===== src/rtl/gcs_pkg.sv =====
`timescale 1ns / 1ps
`default_nettype none
package gcs_pkg;

   // Field widths
   localparam int KIND_W = 3;
   localparam int CRD_W  = 8;
   localparam int VAL_W  = 8;
   localparam int SUM_W  = 11;
   localparam int STS_W  = 2;
   localparam int GSZ_W  = 7;

   // Stream packing: x, y, value in; cell_value, neighbour_sum, status out
   localparam int REQ_TDATA_W = 24;
   localparam int RSP_TDATA_W = 24;
   localparam int RSP_PAD_W   = RSP_TDATA_W - VAL_W - SUM_W - STS_W;

   localparam logic [GSZ_W-1:0] GRID_SIZE_RESET = 7'd64;

   // Request kinds as they arrive on the bus
   localparam logic [KIND_W-1:0] KIND_READ   = 3'd0;
   localparam logic [KIND_W-1:0] KIND_SUM    = 3'd1;
   localparam logic [KIND_W-1:0] KIND_STAGE  = 3'd2;
   localparam logic [KIND_W-1:0] KIND_COMMIT = 3'd3;
   localparam logic [KIND_W-1:0] KIND_WRITE  = 3'd4;
   localparam logic [KIND_W-1:0] KIND_INVERT = 3'd5;

   // Result status codes
   localparam logic [STS_W-1:0] STS_OK   = 2'd0;
   localparam logic [STS_W-1:0] STS_OOB  = 2'd1;
   localparam logic [STS_W-1:0] STS_FULL = 2'd2;

   // Command queue between front and back
   localparam int CMDQ_DEPTH = 2;

   // Last of the eight neighbour slots
   localparam logic [2:0] NB_LAST_IDX = 3'd7;

   typedef enum logic [2:0] {
      OP_READ   = 3'd0,
      OP_SUM    = 3'd1,
      OP_STAGE  = 3'd2,
      OP_COMMIT = 3'd3,
      OP_WRITE  = 3'd4,
      OP_INVERT = 3'd5,
      OP_NONE   = 3'd6
   } op_type;

   typedef struct packed {
      op_type             op;
      logic               ok;     // centre coordinate lies inside the active grid
      logic [CRD_W-1:0]   x;
      logic [CRD_W-1:0]   y;
      logic [VAL_W-1:0]   value;
   } cmd_type;

   typedef struct packed {
      logic empty;
      logic full;
   } fifo_stat_type;

   typedef struct packed {
      logic clearing;
      logic done;
   } bk_stat_type;

   typedef enum logic [3:0] {
      BK_CLEAR,
      BK_IDLE,
      BK_EXEC,
      BK_READ_DATA,
      BK_INV_WR,
      BK_NB,
      BK_NB_LAST,
      BK_CMT,
      BK_DONE
   } bk_state_type;

   // Signed 9-bit coordinates against the active size n
   function automatic logic grid_hit(input logic [CRD_W:0] r, input logic [CRD_W:0] c,
                                     input logic [CRD_W-1:0] n);
      grid_hit = !r[CRD_W] && !c[CRD_W] && (r < {1'b0, n}) && (c < {1'b0, n});
   endfunction

   // Neighbour offsets {dr, dc}, each two's complement in two bits
   function automatic logic [3:0] nb_delta(input logic [2:0] idx);
      logic [3:0] d;
      unique case (idx)
         3'd0: d = {2'b11, 2'b11};
         3'd1: d = {2'b11, 2'b00};
         3'd2: d = {2'b11, 2'b01};
         3'd3: d = {2'b00, 2'b11};
         3'd4: d = {2'b00, 2'b01};
         3'd5: d = {2'b01, 2'b11};
         3'd6: d = {2'b01, 2'b00};
         default: d = {2'b01, 2'b01};
      endcase
      nb_delta = d;
   endfunction

endpackage
`default_nettype wire


===== src/rtl/gcs_front.sv =====
`timescale 1ns / 1ps
`default_nettype none
module gcs_front (
   input  wire logic [gcs_pkg::KIND_W-1:0] kind,
   input  wire logic [gcs_pkg::CRD_W-1:0]  x,
   input  wire logic [gcs_pkg::CRD_W-1:0]  y,
   input  wire logic [gcs_pkg::VAL_W-1:0]  value,
   input  wire logic [gcs_pkg::CRD_W-1:0]  n_act,
   output gcs_pkg::cmd_type                cmd
);
   import gcs_pkg::*;

   // Decode the kind and bounds-check the centre cell
   always_comb begin
      cmd.x     = x;
      cmd.y     = y;
      cmd.value = value;
      cmd.ok    = grid_hit({x[CRD_W-1], x}, {y[CRD_W-1], y}, n_act);
      unique case (kind)
         KIND_READ:   cmd.op = OP_READ;
         KIND_SUM:    cmd.op = OP_SUM;
         KIND_STAGE:  cmd.op = OP_STAGE;
         KIND_COMMIT: cmd.op = OP_COMMIT;
         KIND_WRITE:  cmd.op = OP_WRITE;
         KIND_INVERT: cmd.op = OP_INVERT;
         default:     cmd.op = OP_NONE;
      endcase
   end

endmodule
`default_nettype wire


===== config.mk =====
export PLATFORM = sky130hd
export DESIGN_NAME = gcs_front
export DESIGN_NICKNAME = d
export VERILOG_FILES = /design/src/rtl/gcs_pkg.sv /design/src/rtl/gcs_front.sv
export SDC_FILE = /design/constraint.sdc
export NUM_CORES = 1
export LEC_CHECK = 0
export BUFFER_PORTS_ARGS = -buffer_cell sky130_fd_sc_hd__buf_2
export CAP_MARGIN = 40
export CORE_MARGIN = 4
export CORE_UTILIZATION = 34
export DETAILED_ROUTE_END_ITERATION = 7
export PLACE_DENSITY = 0.85
export SYNTH_ARGS = -nofsm -noshare
export SYNTH_HDL_FRONTEND = slang
export SYNTH_SLANG_ARGS = --single-unit

===== constraint.sdc =====
create_clock -name vclk -period 1.47
set_clock_uncertainty 0.2 [all_clocks]
set_input_delay 0.2205 -clock vclk [all_inputs]
set_output_delay 0.2205 -clock vclk [all_outputs]
set_load 0.03 [all_outputs]

==> impl_results.md, run 1 <==
* GRT Overall Usage at 10.94%
* Multi-input logic area at 372.9 um2
* Commonest non-fill, non-tap cells in the layout: buf_2 (44), ha_1 (7), inv_1 (4), ha_4 (4)
* Most common cell after layout, fill and taps aside: buf_2
* Layout Cells excl Fill at 103
* Die area at 0.002150 mm2
* Standby leakage power at 0.0003671 uW
* WP data arrival at 1.30 ns
* Inst Count DP at 103
* Post-layout nets at 137
* Worst slew margin at 85.37%
* Routed via count at 502
* Post-synthesis cell area at 500.5 um2
* # rows at 13
* RSZ-0062 raised after global routing: yes
* Starting Density at 37.07%
* Core area at 0.001350 mm2
* Die height at 46.37 um
* Filler cells at 138
* Final Max Slew Viols at 0
* Final hold vios at 0
* WL/cell at 12.50 um
* Largest net degree at the start of global routing at 4
* DRC at 0
* Share of cells above drive strength 1 at 71.59%
* Slew @ Worst Pin at 0.2184 ns
* Worst Setup Start Kind: input pin
* Violated checks: negative setup slack
* Worst EP required at 1.05 ns
* Final setup viols at 1
* Routed Antenna Nets at 0
* Die span in x at 46.37 um
* N_diodes at 0
* DRT iter0 DRCs at 0
* Worst hold path class: input pin to primary output
* Avg Cell Area, Syn at 7.583 um2
* Syn_nets at 113
* Sequential-to-total area share from yosys stat at 0%
* Layout Utilization at 50.23%
* Syn. warnings at 0
* DP Wirelength at 1123 um
* Final WS setup at -0.2499 ns
* Area grow syn2layout at 35.50%
* Setup Fix Bufs, Post-CTS at 0
* Vias in the first global route at 489
* Pwr Total at 248.1 uW
* Worst setup EP type: primary output
* Max FO, Critical Path at 2
* Pre-CTS worst setup slack at -0.4096 ns
* Pwr dens at 365.8 mW/mm2
* Status: complete, but fails checks
* Cts hold-fix bufs at 0
* Seq cells at 0
* CLK BUF at 0
* Io pins at 63
* Post-route setup TNS at -0.2499 ns
* Total grt overflow at 0
* First-pass GRT wire length at 1807 um
* IO buf count at 47
* Max-cap violation count at 0
* Fmax at 0.5814 GHz
* Final WL at 1288 um
* DRT Pass-1 Iters at 1
* Yosys cell types at 22
* Minimum clock period at 1.720 ns
* VDD IR max at 112.0 uV
* Fin crit share at 117.0%
* Cells after Synth at 66
* Antenna violations before repair at 0
* RePlAce Congestion at 0.7248
* Via density at 4.874
* Seq. cell area at 0 um2
* WS Path Type: input pin to primary output
[kinds of logic (layout without fill, tap and decap cells)]
logic type	Yosys count	in the layout	share of synthesized area (%)
adder cells (fa/ha/maj)	12	12	30.00
AND/OR/NAND/NOR	10	10	11.50
buffers and inverters	32	54	42.00
AO/OA/AOI/OAI	12	12	16.50
[synthesized netlist by cell type]
library cell	instances	area [um2]
a211oi_2	1	12.51
a21boi_0	1	7.510
a21o_1	1	7.510
a21oi_1	2	10.01
a31oi_1	1	6.260
buf_4	24	180.2
clkbuf_1	2	7.510
ha_1	12	150.1
inv_1	6	22.52
nand2_1	1	3.750
nand2b_1	1	6.260
nand3_1	1	5.000
nand3b_1	1	7.510
nor2_1	3	11.26
nor2b_1	1	6.260
nor3_2	1	10.01
nor3b_1	1	7.510
o211a_1	1	10.01
o211ai_1	1	7.510
o21ai_0	2	10.01
o21ai_1	1	5.000
o22ai_1	1	6.260
[per-stage QoR]
| stage | hold slack (ns) | area, um2 |
|---|---|---|
| after floorplan | 0.3727 | 520.5 |
| after global placement | 0.2412 | 594.3 |
| after detailed placement | 0.2412 | 594.3 |
| after CTS | 0.2412 | 619.3 |
| after global routing | 0.2410 | 678.2 |
| final | 0.2410 | 678.2 |
[final cells by class]
cell class	count	area share, %
Tap cell	15	2.768
Inverter	6	3.690
Multi-Input combinational cell	34	54.98
Timing Repair Buffer	48	38.56
[path summary, 6_finish.rpt]
path / start / to / slack (ns) / cells after the start
setup / recovery: n_act[5] / cmd[24] / -0.25 / 8
hold / removal: value[7] / cmd[7] / 0.24 / 0
[power by group]
group / leakage, uW / switching (uW) / internal (uW)
clock network: 0 / 0 / 0
registers: 0 / 0 / 0
logic: 0.000367 / 142 / 106
total: 0.000367 / 142 / 106
[worst max-delay path: stages]
cell and delay, ns:
buf_2 0.08, inv_1 0.06, ha_2 0.18, a211oi_2 0.22, o22ai_1 0.12, nor3_2 0.13, o211a_4 0.17, buf_6 0.12
[routing by layer]
layer / share of wire, % / vias up / global-route usage [%]
li1: - / 245 / -
met1: 31 / 221 / 10.91
met2: 54 / 34 / 22.25
met3: 14 / 2 / 1.563
met4: 1.5 / 0 / 3.409
met5: 0 / - / 0
[what timing repair did]
action                                  CTS  global route
resized for setup                         6            11
cloned                                    0             0
endpoints found under the setup margin    1             1
pin swaps                                 4             2
(Power assumes the default switching activity.)
==> run 2, diff against run 1 <==
Settings changed: CORE_UTILIZATION 34 to 25, PLACE_DENSITY 0.85 to 0.65.
==> run 2 against run 1 <==
Effect of this change:
- the run still ends with negative setup slack left
- first-iteration DRC count rose by 1
- critical path depth did not move
- power fell by 0.76%
- combinational power barely moved
- die area rose by 29%
==> impl_results.md, run 2 (synthesis gave the netlist of run 1 again) <==
* CLK BUF at 0
* First-pass GRT wire length at 1904 um
* Critical Path, Cell by Cell: buf_6 -> inv_4 -> ha_4 -> a211oi_4 -> o22ai_2 -> nor3_2 -> o211a_4 -> buf_6
* Pwr dens at 361.0 mW/mm2
* Antenna violations before repair at 0
* RSZ-0062 raised after global routing: yes
* Worst slew margin at 85.69%
* Io pins at 63
* DRT Pass-1 Iters at 3
* Violated checks: negative setup slack
* Routed Antenna Nets at 0
* Core area at 0.001802 mm2
* Final setup viols at 1
* Fin crit share at 121.4%
* Max FO, Critical Path at 2
* Fmax at 0.5603 GHz
* Standby leakage power at 0.0003685 uW
* WP data arrival at 1.36 ns
* DRC at 0
* Worst Setup Start Kind: input pin
* Commonest non-fill, non-tap cells in the layout: buf_2 (44), ha_1 (8), inv_1 (4)
* Max-cap violation count at 0
* Worst setup EP type: primary output
* Status: complete, but fails checks
* Via density at 4.372
* Worst hold path class: input pin to primary output
* Die height at 52.74 um
* Cell repeated most along the worst path: buf_6
* VDD IR max at 102.6 uV
* WL/cell at 12.12 um
* Worst path max stage delay at 0.25 ns
* Slew @ Worst Pin at 0.2138 ns
* Largest net degree at the start of global routing at 4
* Worst EP required at 1.05 ns
* Final WS setup at -0.3146 ns
* Die span in x at 52.74 um
* Inst Count DP at 113
* Share of cells above drive strength 1 at 69.32%
* Vias in the first global route at 470
* Starting Density at 27.78%
* Seq. cell area at 0 um2
* Final WL at 1370 um
* Routed via count at 494
* Most common cell after layout, fill and taps aside: buf_2
* Total grt overflow at 0
* N_diodes at 0
* Seq cells at 0
* Layout Utilization at 37.85%
* Post-layout nets at 137
* Area grow syn2layout at 36.25%
* WS Path Type: input pin to primary output
* IO buf count at 47
* Setup Fix Bufs, Post-CTS at 0
* Layout Cells excl Fill at 113
* Final Max Slew Viols at 0
* Hold slack at 0.2410 ns
* RePlAce Congestion at 0.6681
* # rows at 15
* GRT Overall Usage at 8.879%
* Die area at 0.002782 mm2
* Pwr Total at 246.2 uW
* DP Wirelength at 1202 um
* Final hold vios at 0
* Slowest cell on crit path: a211oi_4
* Post-route setup TNS at -0.3146 ns
* Minimum clock period at 1.785 ns
* DRT iter0 DRCs at 1
run 2: cell counts in the layout (fill, tap and decap cells not counted):
No cell type changed its count.
run 2: final timing paths:
path | from | to | slack (ns) | depth (start not counted)
worst min-delay path | value[1] | cmd[1] | 0.24 | 0
worst max-delay path | n_act[6] | cmd[24] | -0.31 | 8
run 2: final cells by class:
cell class,count,area [um2]
repair buffers,48,261.5
inverters,6,25.02
fillers,195,1120
multi-input cells,34,364.1
well taps,25,31.28
run 2: metrics by stage:
step           instance area [um2]  setup WS, ns
4_1_cts                      653.1       -0.2649
3_5_place_dp                 606.8       -0.4232
2_1_floorplan                520.5      -0.09862
5_1_grt                      681.9       -0.3533
6_report                     681.9       -0.3146
3_3_place_gp                 606.8       -0.3734
run 2: critical path, delay by kind of cell:
kind                       cells  cell delay, ns
and+or+nand+nor                1            0.13
AOI/OAI and AO/OA              3            0.54
adders and majority gates      1            0.20
buffers and inverters          3            0.27
run 2: where the power goes:
group | switching [uW] | internal (uW)
logic | 140 | 106
registers | 0 | 0
clock network | 0 | 0
run 2: layer usage:
layer / vias up / GRT usage, % / wire length, um
li1: 246 / - / -
met1: 210 / 8.667 / 455
met2: 38 / 19.83 / 746
met3: 0 / 1.140 / 168
met4: 0 / 0 / 0
met5: - / 0 / 0
run 2: timing repair:
action,CTS,global route
hold buffers,0,0
resized for setup,11,4
pin swaps,5,4
endpoints found under the hold margin,0,0
setup endpoints to repair,1,1
==> run 3, diff against run 2 <==
Clock period 1.47 ns to 1.69 ns, I/O delays scaled along.
==> run 3 against run 2 <==
Effect of this change:
- the run still ends with negative setup slack left
- hold slack better by 0.066 ns
- sequential share of layout area unchanged
- worst setup slack gained 0.19 ns
- sequential cell count stayed put
- final cell count shrank 0.88%
- critical path type unchanged
- largest power group unchanged
==> impl_results.md, run 3 (synthesis gave the netlist of run 1 again) <==
* Max FO, Critical Path at 2
* Area grow syn2layout at 29.25%
* DRC at 0
* Pwr Total at 199.7 uW
* Layout Utilization at 35.90%
* Hold path endpoint: cmd[1]
* Final WL at 1136 um
* Final hold vios at 0
* Largest net degree at the start of global routing at 4
* Worst EP required at 1.24 ns
* Final WS setup at -0.1269 ns
* Minimum clock period at 1.817 ns
* RSZ-0062 raised after global routing: yes
* Routed Antenna Nets at 0
* Fmax at 0.5504 GHz
* Pwr dens at 308.7 mW/mm2
* Die area at 0.002782 mm2
* Worst setup EP type: primary output
* Vias in the first global route at 416
* Core area at 0.001802 mm2
* Die span in x at 52.74 um
* GRT Overall Usage at 6.776%
* Total grt overflow at 0
* Antenna violations before repair at 0
* Seq cells at 0
* Seq. cell area at 0 um2
* Via density at 4.205
* Cts hold-fix bufs at 0
* Hold path startpoint: value[1]
* CLK BUF at 0
* WP data arrival at 1.36 ns
* Final setup viols at 1
* Setup Fix Bufs, Post-CTS at 0
* First-pass GRT wire length at 1518 um
* N_diodes at 0
* WS Path Type: input pin to primary output
* Worst Setup Start Kind: input pin
* VDD IR max at 116.8 uV
* Hold depth at 0
* Slew @ Worst Pin at 0.1991 ns
* Standby leakage power at 0.0003631 uW
* Status: complete, but fails checks
* Violated checks: negative setup slack
* Die height at 52.74 um
* DP Wirelength at 1028 um
* RePlAce Congestion at 0.6494
* # rows at 15
* Final Max Slew Viols at 0
* Post-layout nets at 136
* Fin crit share at 107.5%
* Routed via count at 471
* Max-cap violation count at 0
* DRT iter0 DRCs at 1
* Worst slew margin at 86.67%
* DRT Pass-1 Iters at 4
* Most common cell after layout, fill and taps aside: buf_2
* Starting Density at 27.78%
* WL/cell at 10.14 um
* Io pins at 63
* Commonest non-fill, non-tap cells in the layout: buf_2 (44), ha_1 (10), inv_1 (4)
* Share of cells above drive strength 1 at 66.67%
* Worst hold path class: input pin to primary output
* IO buf count at 47
[run 3: per-layer routing]
metal  GRT usage [%]  up-vias  share of wire, %
met4               0        0                 0
met3               0        0                15
met2           14.05       40                48
met1           8.000      189                37
met5               0        -                 0
li1                -      242                 -
[run 3: stage by stage]
| stage | cell area, um2 | setup TNS [ns] | hold slack [ns] | cells | worst slack [ns] |
|---|---|---|---|---|---|
| 2_1_floorplan | 508.0 | 0 | 0.4387 | 66 | 0.03652 |
| 3_3_place_gp | 586.8 | -0.2412 | 0.3072 | 112 | -0.2412 |
| 3_5_place_dp | 586.8 | -0.2619 | 0.3072 | 112 | -0.2619 |
| 4_1_cts | 618.1 | -0.1806 | 0.3072 | 112 | -0.1806 |
| 5_1_grt | 646.9 | -0.1617 | 0.3070 | 112 | -0.1617 |
| 6_report | 646.9 | -0.1269 | 0.3070 | 112 | -0.1269 |
[run 3: power by group]
| part | internal, uW | switching, uW |
|---|---|---|
| logic | 83.9 | 116 |
| registers | 0 | 0 |
| clock network | 0 | 0 |
| total | 83.9 | 116 |
[run 3: worst max path at each step]
| stage | slack (ns) | end | start | depth (start not counted) |
|---|---|---|---|---|
| after global placement | -0.24 | cmd[24] | n_act[2] | 8 |
| after detailed placement | -0.26 | cmd[24] | y[6] | 7 |
| after floorplan | 0.04 | cmd[24] | n_act[6] | 6 |
| after global routing | -0.16 | cmd[24] | n_act[5] | 8 |
| after CTS | -0.18 | cmd[24] | n_act[5] | 8 |
| final | -0.13 | cmd[24] | n_act[6] | 8 |
[run 3: critical path: stages]
cell and delay, ns:
buf_6 0.09, inv_2 0.06, ha_4 0.20, a211oi_2 0.19, o22ai_1 0.11, nor3_2 0.15, o211a_4 0.18, buf_6 0.12
[run 3: area by class of cell]
class,instances,area [um2]
fillers,200,1155
multi-input cells,34,339.1
repair buffers,47,254.0
well taps,25,31.28
inverters,6,22.52
[run 3: what timing repair did]
| action | in CTS | in global routing |
|---|---|---|
| gates cloned | 0 | 0 |
| pin swaps | 3 | 2 |
| resized for setup | 6 | 8 |
| endpoints found under the setup margin | 1 | 1 |
