**src/rtl/gcs_pkg.sv**
```systemverilog
`timescale 1ns / 1ps
`default_nettype none
package gcs_pkg;

   // Field widths
   localparam int KIND_W = 3;
   localparam int CRD_W  = 8;
   localparam int VAL_W  = 8;
   localparam int SUM_W  = 11;
   localparam int STS_W  = 2;
   localparam int GSZ_W  = 7;

   // Stream packing: x, y, value in; cell_value, neighbour_sum, status out
   localparam int REQ_TDATA_W = 24;
   localparam int RSP_TDATA_W = 24;
   localparam int RSP_PAD_W   = RSP_TDATA_W - VAL_W - SUM_W - STS_W;

   localparam logic [GSZ_W-1:0] GRID_SIZE_RESET = 7'd64;

   // Request kinds as they arrive on the bus
   localparam logic [KIND_W-1:0] KIND_READ   = 3'd0;
   localparam logic [KIND_W-1:0] KIND_SUM    = 3'd1;
   localparam logic [KIND_W-1:0] KIND_STAGE  = 3'd2;
   localparam logic [KIND_W-1:0] KIND_COMMIT = 3'd3;
   localparam logic [KIND_W-1:0] KIND_WRITE  = 3'd4;
   localparam logic [KIND_W-1:0] KIND_INVERT = 3'd5;

   // Result status codes
   localparam logic [STS_W-1:0] STS_OK   = 2'd0;
   localparam logic [STS_W-1:0] STS_OOB  = 2'd1;
   localparam logic [STS_W-1:0] STS_FULL = 2'd2;

   // Command queue between front and back
   localparam int CMDQ_DEPTH = 2;

   // Last of the eight neighbour slots
   localparam logic [2:0] NB_LAST_IDX = 3'd7;

   typedef enum logic [2:0] {
      OP_READ   = 3'd0,
      OP_SUM    = 3'd1,
      OP_STAGE  = 3'd2,
      OP_COMMIT = 3'd3,
      OP_WRITE  = 3'd4,
      OP_INVERT = 3'd5,
      OP_NONE   = 3'd6
   } op_type;

   typedef struct packed {
      op_type             op;
      logic               ok;     // centre coordinate lies inside the active grid
      logic [CRD_W-1:0]   x;
      logic [CRD_W-1:0]   y;
      logic [VAL_W-1:0]   value;
   } cmd_type;

   typedef struct packed {
      logic empty;
      logic full;
   } fifo_stat_type;

   typedef struct packed {
      logic clearing;
      logic done;
   } bk_stat_type;

   typedef enum logic [3:0] {
      BK_CLEAR,
      BK_IDLE,
      BK_EXEC,
      BK_READ_DATA,
      BK_INV_WR,
      BK_NB,
      BK_NB_LAST,
      BK_CMT,
      BK_DONE
   } bk_state_type;

   // Signed 9-bit coordinates against the active size n
   function automatic logic grid_hit(input logic [CRD_W:0] r, input logic [CRD_W:0] c,
                                     input logic [CRD_W-1:0] n);
      grid_hit = !r[CRD_W] && !c[CRD_W] && (r < {1'b0, n}) && (c < {1'b0, n});
   endfunction

   // Neighbour offsets {dr, dc}, each two's complement in two bits
   function automatic logic [3:0] nb_delta(input logic [2:0] idx);
      logic [3:0] d;
      unique case (idx)
         3'd0: d = {2'b11, 2'b11};
         3'd1: d = {2'b11, 2'b00};
         3'd2: d = {2'b11, 2'b01};
         3'd3: d = {2'b00, 2'b11};
         3'd4: d = {2'b00, 2'b01};
         3'd5: d = {2'b01, 2'b11};
         3'd6: d = {2'b01, 2'b00};
         default: d = {2'b01, 2'b01};
      endcase
      nb_delta = d;
   endfunction

endpackage
`default_nettype wire

```
**src/rtl/gcs_fifo.sv**
```systemverilog
`timescale 1ns / 1ps
`default_nettype none
module gcs_fifo (
   input  wire logic             clock,
   input  wire logic             reset,
   input  wire logic             push,
   input  wire gcs_pkg::cmd_type push_data,
   input  wire logic             pop,
   output gcs_pkg::cmd_type      pop_data,
   output gcs_pkg::fifo_stat_type stat
);
   import gcs_pkg::*;

   localparam int PTR_W = $clog2(CMDQ_DEPTH);

   cmd_type          slot_ff [CMDQ_DEPTH];
   logic [PTR_W-1:0] wr_ptr_ff, wr_ptr_in;
   logic [PTR_W-1:0] rd_ptr_ff, rd_ptr_in;
   logic [PTR_W:0]   cnt_ff, cnt_in;

   always_comb begin
      wr_ptr_in = wr_ptr_ff + PTR_W'(push);
      rd_ptr_in = rd_ptr_ff + PTR_W'(pop);
      cnt_in    = cnt_ff + (PTR_W + 1)'(push) - (PTR_W + 1)'(pop);
   end

   assign pop_data   = slot_ff[rd_ptr_ff];
   assign stat.empty = (cnt_ff == '0);
   assign stat.full  = (cnt_ff == (PTR_W + 1)'(CMDQ_DEPTH));

   always_ff @(posedge clock) begin
      if (reset) begin
         wr_ptr_ff <= '0;
         rd_ptr_ff <= '0;
         cnt_ff    <= '0;
      end else begin
         wr_ptr_ff <= wr_ptr_in;
         rd_ptr_ff <= rd_ptr_in;
         cnt_ff    <= cnt_in;
      end
   end

   always_ff @(posedge clock) begin
      if (push) begin
         slot_ff[wr_ptr_ff] <= push_data;
      end
   end

endmodule
`default_nettype wire

```
**config.mk**
```make
export PLATFORM = sky130hd
export DESIGN_NAME = gcs_fifo
export DESIGN_NICKNAME = d
export VERILOG_FILES = /design/src/rtl/gcs_pkg.sv /design/src/rtl/gcs_fifo.sv
export SDC_FILE = /design/constraint.sdc
export NUM_CORES = 1
export LEC_CHECK = 0
export BUFFER_PORTS_ARGS = -buffer_cell sky130_fd_sc_hd__buf_2
export CAP_MARGIN = 20
export CORE_ASPECT_RATIO = 0.8
export CORE_UTILIZATION = 55
export DETAILED_ROUTE_END_ITERATION = 12
export GPL_TIMING_DRIVEN = 1
export PLACE_DENSITY = 0.93
export SLEW_MARGIN = 25
export SYNTH_ARGS = -nofsm -noshare
export SYNTH_HDL_FRONTEND = slang
export SYNTH_SLANG_ARGS = --single-unit
```
**constraint.sdc**
```tcl
create_clock -name clock -period 2.35 [get_ports clock]
set_clock_uncertainty 0.05 [all_clocks]
set_input_delay 0.5875 -clock clock [delete_from_list [all_inputs] [get_ports clock]]
set_output_delay 0.5875 -clock clock [all_outputs]
set_load 0.03 [all_outputs]
```
==> flow_summary.toml, run 1 <==
[outcome]
outcome = "finished, final reports clean"

[power_and_ir_drop]
sequentialPowerShare_pct = 46.4
p_int_uw = 2120
power_uw = 2750
p_clk_share_pct = 38.8
p_sw_uw = 632
p_per_area_nw_per_um2 = 947
switching_share_pct = 23.0
p_comb_share_pct = 14.8
p_leak_uw = 0.00116
peakVddDrop_v = 0.000712

[grt]
grt_max_degree = 16
antenna_found_initial = 0
grt_overflow = 0
grt_usage_pct = 18.0
grt_pass1_wl_um = 5290
grt_pass1_vias = 1150

[sta]
setup-violations-final = 0
relSlewSlack_pct = 68.5
finalSetupTns_ns = 0
period_needed_ns = 2.15
slew_violations = 0
fmax_mhz = 465
grt_setup_unrepaired = "false"
hold_viol_final = 0
min_period_over_period_pct = 91.5
worstMarginPinSlew_ns = 0.473

[route]
vias_per_cell = 4.87
routed_wl_um = 3550
dr_total_vias = 1174
drc = 0
first_pass_iters = 4
wire_per_inst_um = 14.7
ant_nets = 0
drt-initial-drc-count = 44

[placed_design]
port_buffers = 61
place_area_um2 = 2670
routabilityCongestion = 0.649
place_hpwl_um = 2470
dp_cells = 225

[clocking]
cts_htree_levels = 3
clock_sinks = 60
cts_resized = 0
clk_path_buf_depth = 2
clk_pin_slew_ns = 0.06
cts_root_buf = "clkbuf_8"
cts_hold_buf = 0
clkLatencyLatePin_ns = 0.33
cts_tree = "built"
post-cts-setup-buffers = 0
cts_made_buffers = 9

[setup_path]
endpoint_kind = "output pin"
critPathSlowestCell = "dfxtp_2"
critPathArrivalTime_ns = 1.51
cp_max_fo = 9
crit_family = "flip-flops"
path_buf_inv = 2
worst_path_largest_cell_delay_ns = 0.44
startpoint_type = "register"
path_cells = "buf_4 -> mux2_2 -> buf_2"
required_ns = 1.71
crit_type = "reg2out"

[final_layout]
areaGrowthSynthToFinish_pct = 27.8
nets = 217
fin_cells = 241
final_cell_area_um2 = 2900
diodes = 0
drive_gt1_share_pct = 59.1
utilization_pct = 74.7

[yosys]
synth_cell_types = 13
netlist_instances = 106
synth_seq_area_share_pct = 77.7
synthesis.area_um2 = 2270
yosysWarnings = 0
syn_area_per_cell_um2 = 21.4
synth_nets = 142
ys_ff_latch = 60

[die]
die_area_um2 = 4390
dieHeight_um = 59.4
core_um2 = 3880
io_pins = 62
die_w_um = 73.8
start_util_pct = 58.5
rows = 20

[run]
drv_cap = 0

[min_path]
hold_path_class = "in2reg"
[metrics by stage]
stage | hold WS [ns] | setup WS (ns)
after CTS | 0.373 | 0.0307
after global placement | 0.484 | 0.459
after floorplan | 0.469 | 0.586
after global routing | 0.369 | 0.130
final | 0.390 | 0.200
after detailed placement | 0.489 | 0.403
[power by group through the flow]
stage / Sequential, uW / Combinational (uW) / Clock, uW
after global routing: 1280 / 432 / 1140
after detailed placement: 1300 / 409 / 0
final: 1270 / 406 / 1070
after CTS: 1270 / 411 / 1100
after floorplan: 1290 / 296 / 0
after global placement: 1290 / 395 / 0
[worst paths after layout]
| path | slack [ns] | cells after the start | end | start |
|---|---|---|---|---|
| worst min-delay path | 0.39 | 1 | slot_ff[0][9] | push_data[9] |
| worst max register to register | 0.90 | 3 | slot_ff[0][24] | wr_ptr_ff |
| worst max-delay path | 0.20 | 3 | pop_data[22] | rd_ptr_ff |
| worst min register to register | 0.49 | 3 | wr_ptr_ff | wr_ptr_ff |
[cells in the mapped netlist]
cell type	instances	area [um^2]
edfxtp_1	56	1680
mux2_2	18	203
mux2_4	10	150
dfxtp_1	4	80.1
ha_1	4	50.1
nor2_1	4	15.0
inv_1	3	11.3
nor2b_1	2	12.5
buf_4	1	7.51
buf_6	1	11.3
buf_8	1	15.0
xnor2_1	1	8.76
xnor3_1	1	22.5
[per-layer routing]
| layer | wire (um) | track usage (%) | up-vias | share of wire, % |
|---|---|---|---|---|
| met5 | 0 | 0 | - | 0 |
| met4 | 29 | 5.77 | 0 | 0.82 |
| met3 | 311 | 10.9 | 3 | 8.8 |
| met2 | 1690 | 28.8 | 54 | 48 |
| met1 | 1510 | 20.1 | 561 | 43 |
| li1 | - | - | 556 | - |
[area by class of cell]
| class | count | area (um^2) |
|---|---|---|
| well taps | 55 | 68.8 |
| flip-flops and latches | 60 | 1760 |
| clock buffers | 11 | 131 |
| fillers | 244 | 980 |
| multi-input cells | 40 | 462 |
| inverters | 3 | 11.3 |
| repair buffers | 67 | 363 |
| clock inverters | 5 | 100 |
[cell usage in the layout (no fill, tap or decap), drive strengths merged]
cell,count
buf,67
edfxtp,56
mux2,28
clkbuf,11
nor2,4
ha,4
dfxtp,4
inv,3
bufinv,3
nor2b,2
clkinv,2
xnor2,1
xnor3,1
[logic make-up (layout without fill, tap and decap cells)]
| logic type | Yosys count | count (layout) | synth area share, % |
|---|---|---|---|
| xor+xnor | 2 | 2 | 1.38 |
| fa+ha+maj | 4 | 4 | 2.21 |
| buf+inv | 6 | 86 | 1.99 |
| flops | 60 | 60 | 77.7 |
| mux | 28 | 28 | 15.6 |
| simple gates | 6 | 6 | 1.21 |
[worst register-to-register path, delay by kind of cell, from the launching register on]
kind                     cells  cell delay (ns)
buffers and inverters        2             0.36
adder cells (fa/ha/maj)      1             0.44
flip-flops                   1             0.31
[registers in the layout, indices dropped and copies added, names as in the netlist]
register	flops
cnt_ff	2
wr_ptr_ff	1
slot_ff	56
rd_ptr_ff	1
Power figures use the tool's default switching activity.
==> run 2, diff against run 1 <==
--- a/config.mk
+++ b/config.mk
@@ -10,7 +10,7 @@
 export CORE_ASPECT_RATIO = 0.8
 export CORE_UTILIZATION = 55
 export DETAILED_ROUTE_END_ITERATION = 12
-export GPL_TIMING_DRIVEN = 1
+export GPL_TIMING_DRIVEN = 0
 export PLACE_DENSITY = 0.93
 export SLEW_MARGIN = 25
 export SYNTH_ARGS = -nofsm -noshare
==> run 2 against run 1 <==
Compared with the run above:
- wire length fell by 4.9%
- critical path depth grew 1
- power fell by 14%
- sequential power barely moved
- via count down 2.2%
- final area down 3.5%
- maximum frequency grew 1.4%
- critical endpoint is now pop_data[5]
- largest power group unchanged
==> flow_summary.toml, run 2 (synthesis gave the netlist of run 1 again) <==
[sta]
setup-violations-final = 0
fin_hold_ws_ns = 0.403
worstMarginPinSlew_ns = 0.685
finalSetupTns_ns = 0
grt_setup_unrepaired = "false"
period_needed_ns = 2.12
min_period_over_period_pct = 90.3
slew_violations = 0
relSlewSlack_pct = 54.3
hold_viol_final = 0
fmax_mhz = 471

[clocking]
clk_pin_slew_ns = 0.06
cts_tree = "built"
clk_path_buf_depth = 2
post-cts-setup-buffers = 0
cts_root_buf = "clkbuf_8"
cts_htree_levels = 3
cts_hold_buf = 0
cts_made_buffers = 9
clock_sinks = 60
cts_resized = 0
clkLatencyLatePin_ns = 0.32

[setup_path]
critPathArrivalTime_ns = 1.48
reg2reg_slack_ns = 0.92
cp_max_fo = 10
endpoint_kind = "output pin"
worst_path_largest_cell_delay_ns = 0.34
path_cells = "buf_6 -> buf_8 -> mux2_4 -> buf_2"
startpoint_type = "register"
crit_type = "reg2out"
required_ns = 1.71
critPathSlowestCell = "dfxtp_1"

[final_layout]
utilization_pct = 72.1
reg.largest.list = "slot_ff (56), cnt_ff (2)"
drive_gt1_share_pct = 57.7
largest-register = "slot_ff"
num-fill-cells = 243
largest_reg_flops = 56
final_cell_mix = "buf_2 (61), edfxtp_1 (56), mux2_2 (18)"
nets = 214
diodes = 0
mostFrequentLayoutCell = "buf_2"
areaGrowthSynthToFinish_pct = 23.3

[grt]
grt_overflow = 0
grt_pass1_vias = 1127
grt_pass1_wl_um = 4970
grt_usage_pct = 16.7
grt_max_degree = 29
grtUsageMet1_pct = 18.1
use_met2_pct = 27.4
grtUsageMet3_pct = 7.99
antenna_found_initial = 0
grt_busiest_layer = "met2"

[route]
drt-initial-drc-count = 22
ant_nets = 0
dr_total_vias = 1148
vias_per_cell = 4.84
first_pass_iters = 6
routed_wl_um = 3370
drc = 0
wire_per_inst_um = 14.2

[die]
io_pins = 62
rows = 20
dieHeight_um = 59.4
die_area_um2 = 4390
start_util_pct = 58.5
die_w_um = 73.8
core_um2 = 3880

[outcome]
outcome = "finished, final reports clean"

[min_path]
hold_path_class = "in2reg"

[power_and_ir_drop]
p_leak_uw = 0.00110
peakVddDrop_v = 0.000600
p_per_area_nw_per_um2 = 848

[run]
drv_cap = 0

[placed_design]
routabilityCongestion = 0.653
place_hpwl_um = 2330
port_buffers = 61
==> run 2: cell count changes in the layout (fill, tap and decap cells not counted), moves of 2 or more <==
cell / previous run / this run
ha_1: 4 / 2
bufinv_16: 3 / 0
buf_4: 5 / 1
ha_2: 0 / 2
clkinv_1: 0 / 2
==> run 2: critical path: cells and delay by family, from the launching register on <==
family | cells | cell delay [ns]
buffers and inverters | 3 | 0.52
muxes | 1 | 0.31
DFF | 1 | 0.34
==> run 2: layout make-up <==
cell class              instances  area [um^2]  area share [%]
flip-flops and latches         60         1760            63.0
multi-input cells              40          467            16.7
repair buffers                 61          305            10.9
clock buffers                  11          131            4.70
well taps                      55         68.8            2.46
plain buffers                   3         33.8            1.21
clock inverters                 4         17.5           0.626
inverters                       3         11.3           0.403
==> run 2: power by group <==
group | total (uW) | leakage (uW) | internal [uW] | switching (uW)
registers | 1270 | 0.000559 | 1250 | 22.3
clock network | 695 | 0.0000780 | 365 | 330
logic | 405 | 0.000466 | 164 | 242
==> run 2: layer usage <==
layer | share of wire (%) | wire length (um) | vias to the layer above
met5 | 0 | 0 | -
met4 | 0.71 | 24 | 0
met3 | 8.4 | 284 | 3
met2 | 51 | 1720 | 53
met1 | 40 | 1350 | 540
li1 | - | - | 552
==> run 2: final timing paths <==
check | from | to | cells after the start
max | rd_ptr_ff | pop_data[5] | 4
max reg2reg | wr_ptr_ff | slot_ff[0][3] | 2
min | push_data[13] | slot_ff[0][13] | 1
min reg2reg | wr_ptr_ff | wr_ptr_ff | 3
==> run 2: metrics by stage <==
step	cells	total power [uW]	setup slack, ns	area [um^2]
6_report	237	2370	0.228	2800
3_3_place_gp	222	1680	0.217	2640
5_1_grt	237	2470	0.159	2800
2_1_floorplan	106	1580	0.586	2270
3_5_place_dp	222	1700	0.546	2650
4_1_cts	237	2400	0.205	2800
==> run 3, diff against run 2 <==
--- a/config.mk
+++ b/config.mk
@@ -12,6 +12,7 @@
 export DETAILED_ROUTE_END_ITERATION = 12
 export GPL_TIMING_DRIVEN = 0
 export PLACE_DENSITY = 0.93
+export SETUP_SLACK_MARGIN = 0.4
 export SLEW_MARGIN = 25
 export SYNTH_ARGS = -nofsm -noshare
 export SYNTH_HDL_FRONTEND = slang
==> run 3 against run 2 <==
Compared with the run above:
- sequential power about the same
- non-clock buffer count grew 5
- sequential cell count did not move
- register-to-register slack barely moved
- first-iteration DRC count is 59% higher
- core utilization grew 6.3 points
- power increased by 4.6%
- via count up 2.4%
- wire length rose by 12%
- final area is 8.7% higher
- maximum frequency grew 4.3%
- die area stayed put
- largest cell class unchanged
==> flow_summary.toml, run 3 (synthesis gave the netlist of run 1 again) <==
[final_layout]
diodes = 0
nets = 219
largest_reg_flops = 56
utilization_pct = 78.4
largest-register = "slot_ff"
reg.largest.list = "slot_ff (56), cnt_ff (2)"
final_cell_mix = "edfxtp_1 (56), buf_2 (42), buf_6 (22)"
drive_gt1_share_pct = 59.4
mostFrequentLayoutCell = "edfxtp_1"
areaGrowthSynthToFinish_pct = 34.0
final_cell_area_um2 = 3040

[clocking]
clkLatencyLatePin_ns = 0.32
cts_made_buffers = 9
cts_tree = "built"
cts_root_buf = "clkbuf_8"
clk_path_buf_depth = 2
clk_pin_slew_ns = 0.06
cts_hold_buf = 0
clock_sinks = 60
cts_htree_levels = 3

[sta]
worstMarginPinSlew_ns = 0.697
grt_setup_unrepaired = "true"
setup-violations-final = 0
slew_violations = 0
period_needed_ns = 2.03
hold_viol_final = 0
relSlewSlack_pct = 53.6
fmax_mhz = 492
min_period_over_period_pct = 86.5
timing.final.ws_setup_ns = 0.317
finalSetupTns_ns = 0

[setup_path]
endpoint_kind = "output pin"
startpoint_type = "register"
path_cells = "buf_8 -> buf_16 -> mux2_4 -> buf_6"
cp_max_fo = 6
crit_family = "buffers and inverters"
critPathArrivalTime_ns = 1.40
worst_path_largest_cell_delay_ns = 0.35
critPathSlowestCell = "dfxtp_2"
crit_type = "reg2out"
required_ns = 1.71
path_buf_inv = 3

[route]
first_pass_iters = 4
dr_total_vias = 1176
routed_wl_um = 3780
vias_per_cell = 4.86
drc = 0
drt-initial-drc-count = 35
ant_nets = 0
wire_per_inst_um = 15.6

[run]
drv_cap = 0

[power_and_ir_drop]
peakVddDrop_v = 0.000602
power_uw = 2480
p_leak_uw = 0.00122
p_per_area_nw_per_um2 = 815

[die]
core_um2 = 3880
die_w_um = 73.8
io_pins = 62
dieHeight_um = 59.4
rows = 20
die_area_um2 = 4390
start_util_pct = 58.5

[grt]
antenna_found_initial = 0
grt_max_degree = 29
grt_overflow = 0
grt_pass1_wl_um = 5540
grt_pass1_vias = 1192
grt_usage_pct = 18.6

[placed_design]
place_hpwl_um = 2330
port_buffers = 61
place_ws_ns = 0.546
routabilityCongestion = 0.653
place_area_um2 = 2650

[min_path]
hold_path_class = "in2reg"

[outcome]
outcome = "finished, final reports clean"
-- run 3: area by class of cell --
class / instances / area, um^2
clock inverters: 4 / 17.5
multi-input cells: 40 / 500
repair buffers: 66 / 502
flip-flops and latches: 60 / 1760
clock buffers: 11 / 131
well taps: 55 / 68.8
fillers: 210 / 838
inverters: 3 / 11.3
plain buffers: 3 / 46.3
-- run 3: worst paths after layout --
| check | startpoint | end | slack (ns) | depth (start not counted) |
|---|---|---|---|---|
| max | rd_ptr_ff | pop_data[6] | 0.32 | 4 |
| min | push_data[1] | slot_ff[0][1] | 0.40 | 1 |
| max reg2reg | wr_ptr_ff | slot_ff[0][5] | 0.92 | 2 |
| min reg2reg | wr_ptr_ff | wr_ptr_ff | 0.52 | 3 |
-- run 3: metal layers --
metal,GRT usage [%],share of wire (%),vias to the layer above
met3,7.82,6.7,6
met5,0,0,-
li1,-,-,565
met4,9.07,1.4,0
met2,30.9,52,53
met1,20.9,40,552
-- run 3: metrics by stage --
stage	cells	hold WS [ns]
6_report	242	0.400
5_1_grt	242	0.388
4_1_cts	242	0.384
3_5_place_dp	222	0.523
3_3_place_gp	222	0.480
2_1_floorplan	106	0.469
-- run 3: where the power goes --
part	switching, uW	internal [uW]
logic	264	244
registers	24.6	1250
clock network	333	365
total	621	1860
-- run 3: repair_timing --
item	CTS	global route
endpoints found under the setup margin	28	28
gates resized for setup	40	14
buffers inserted	4	0
gates cloned	1	0
endpoints found under the hold margin	0	0
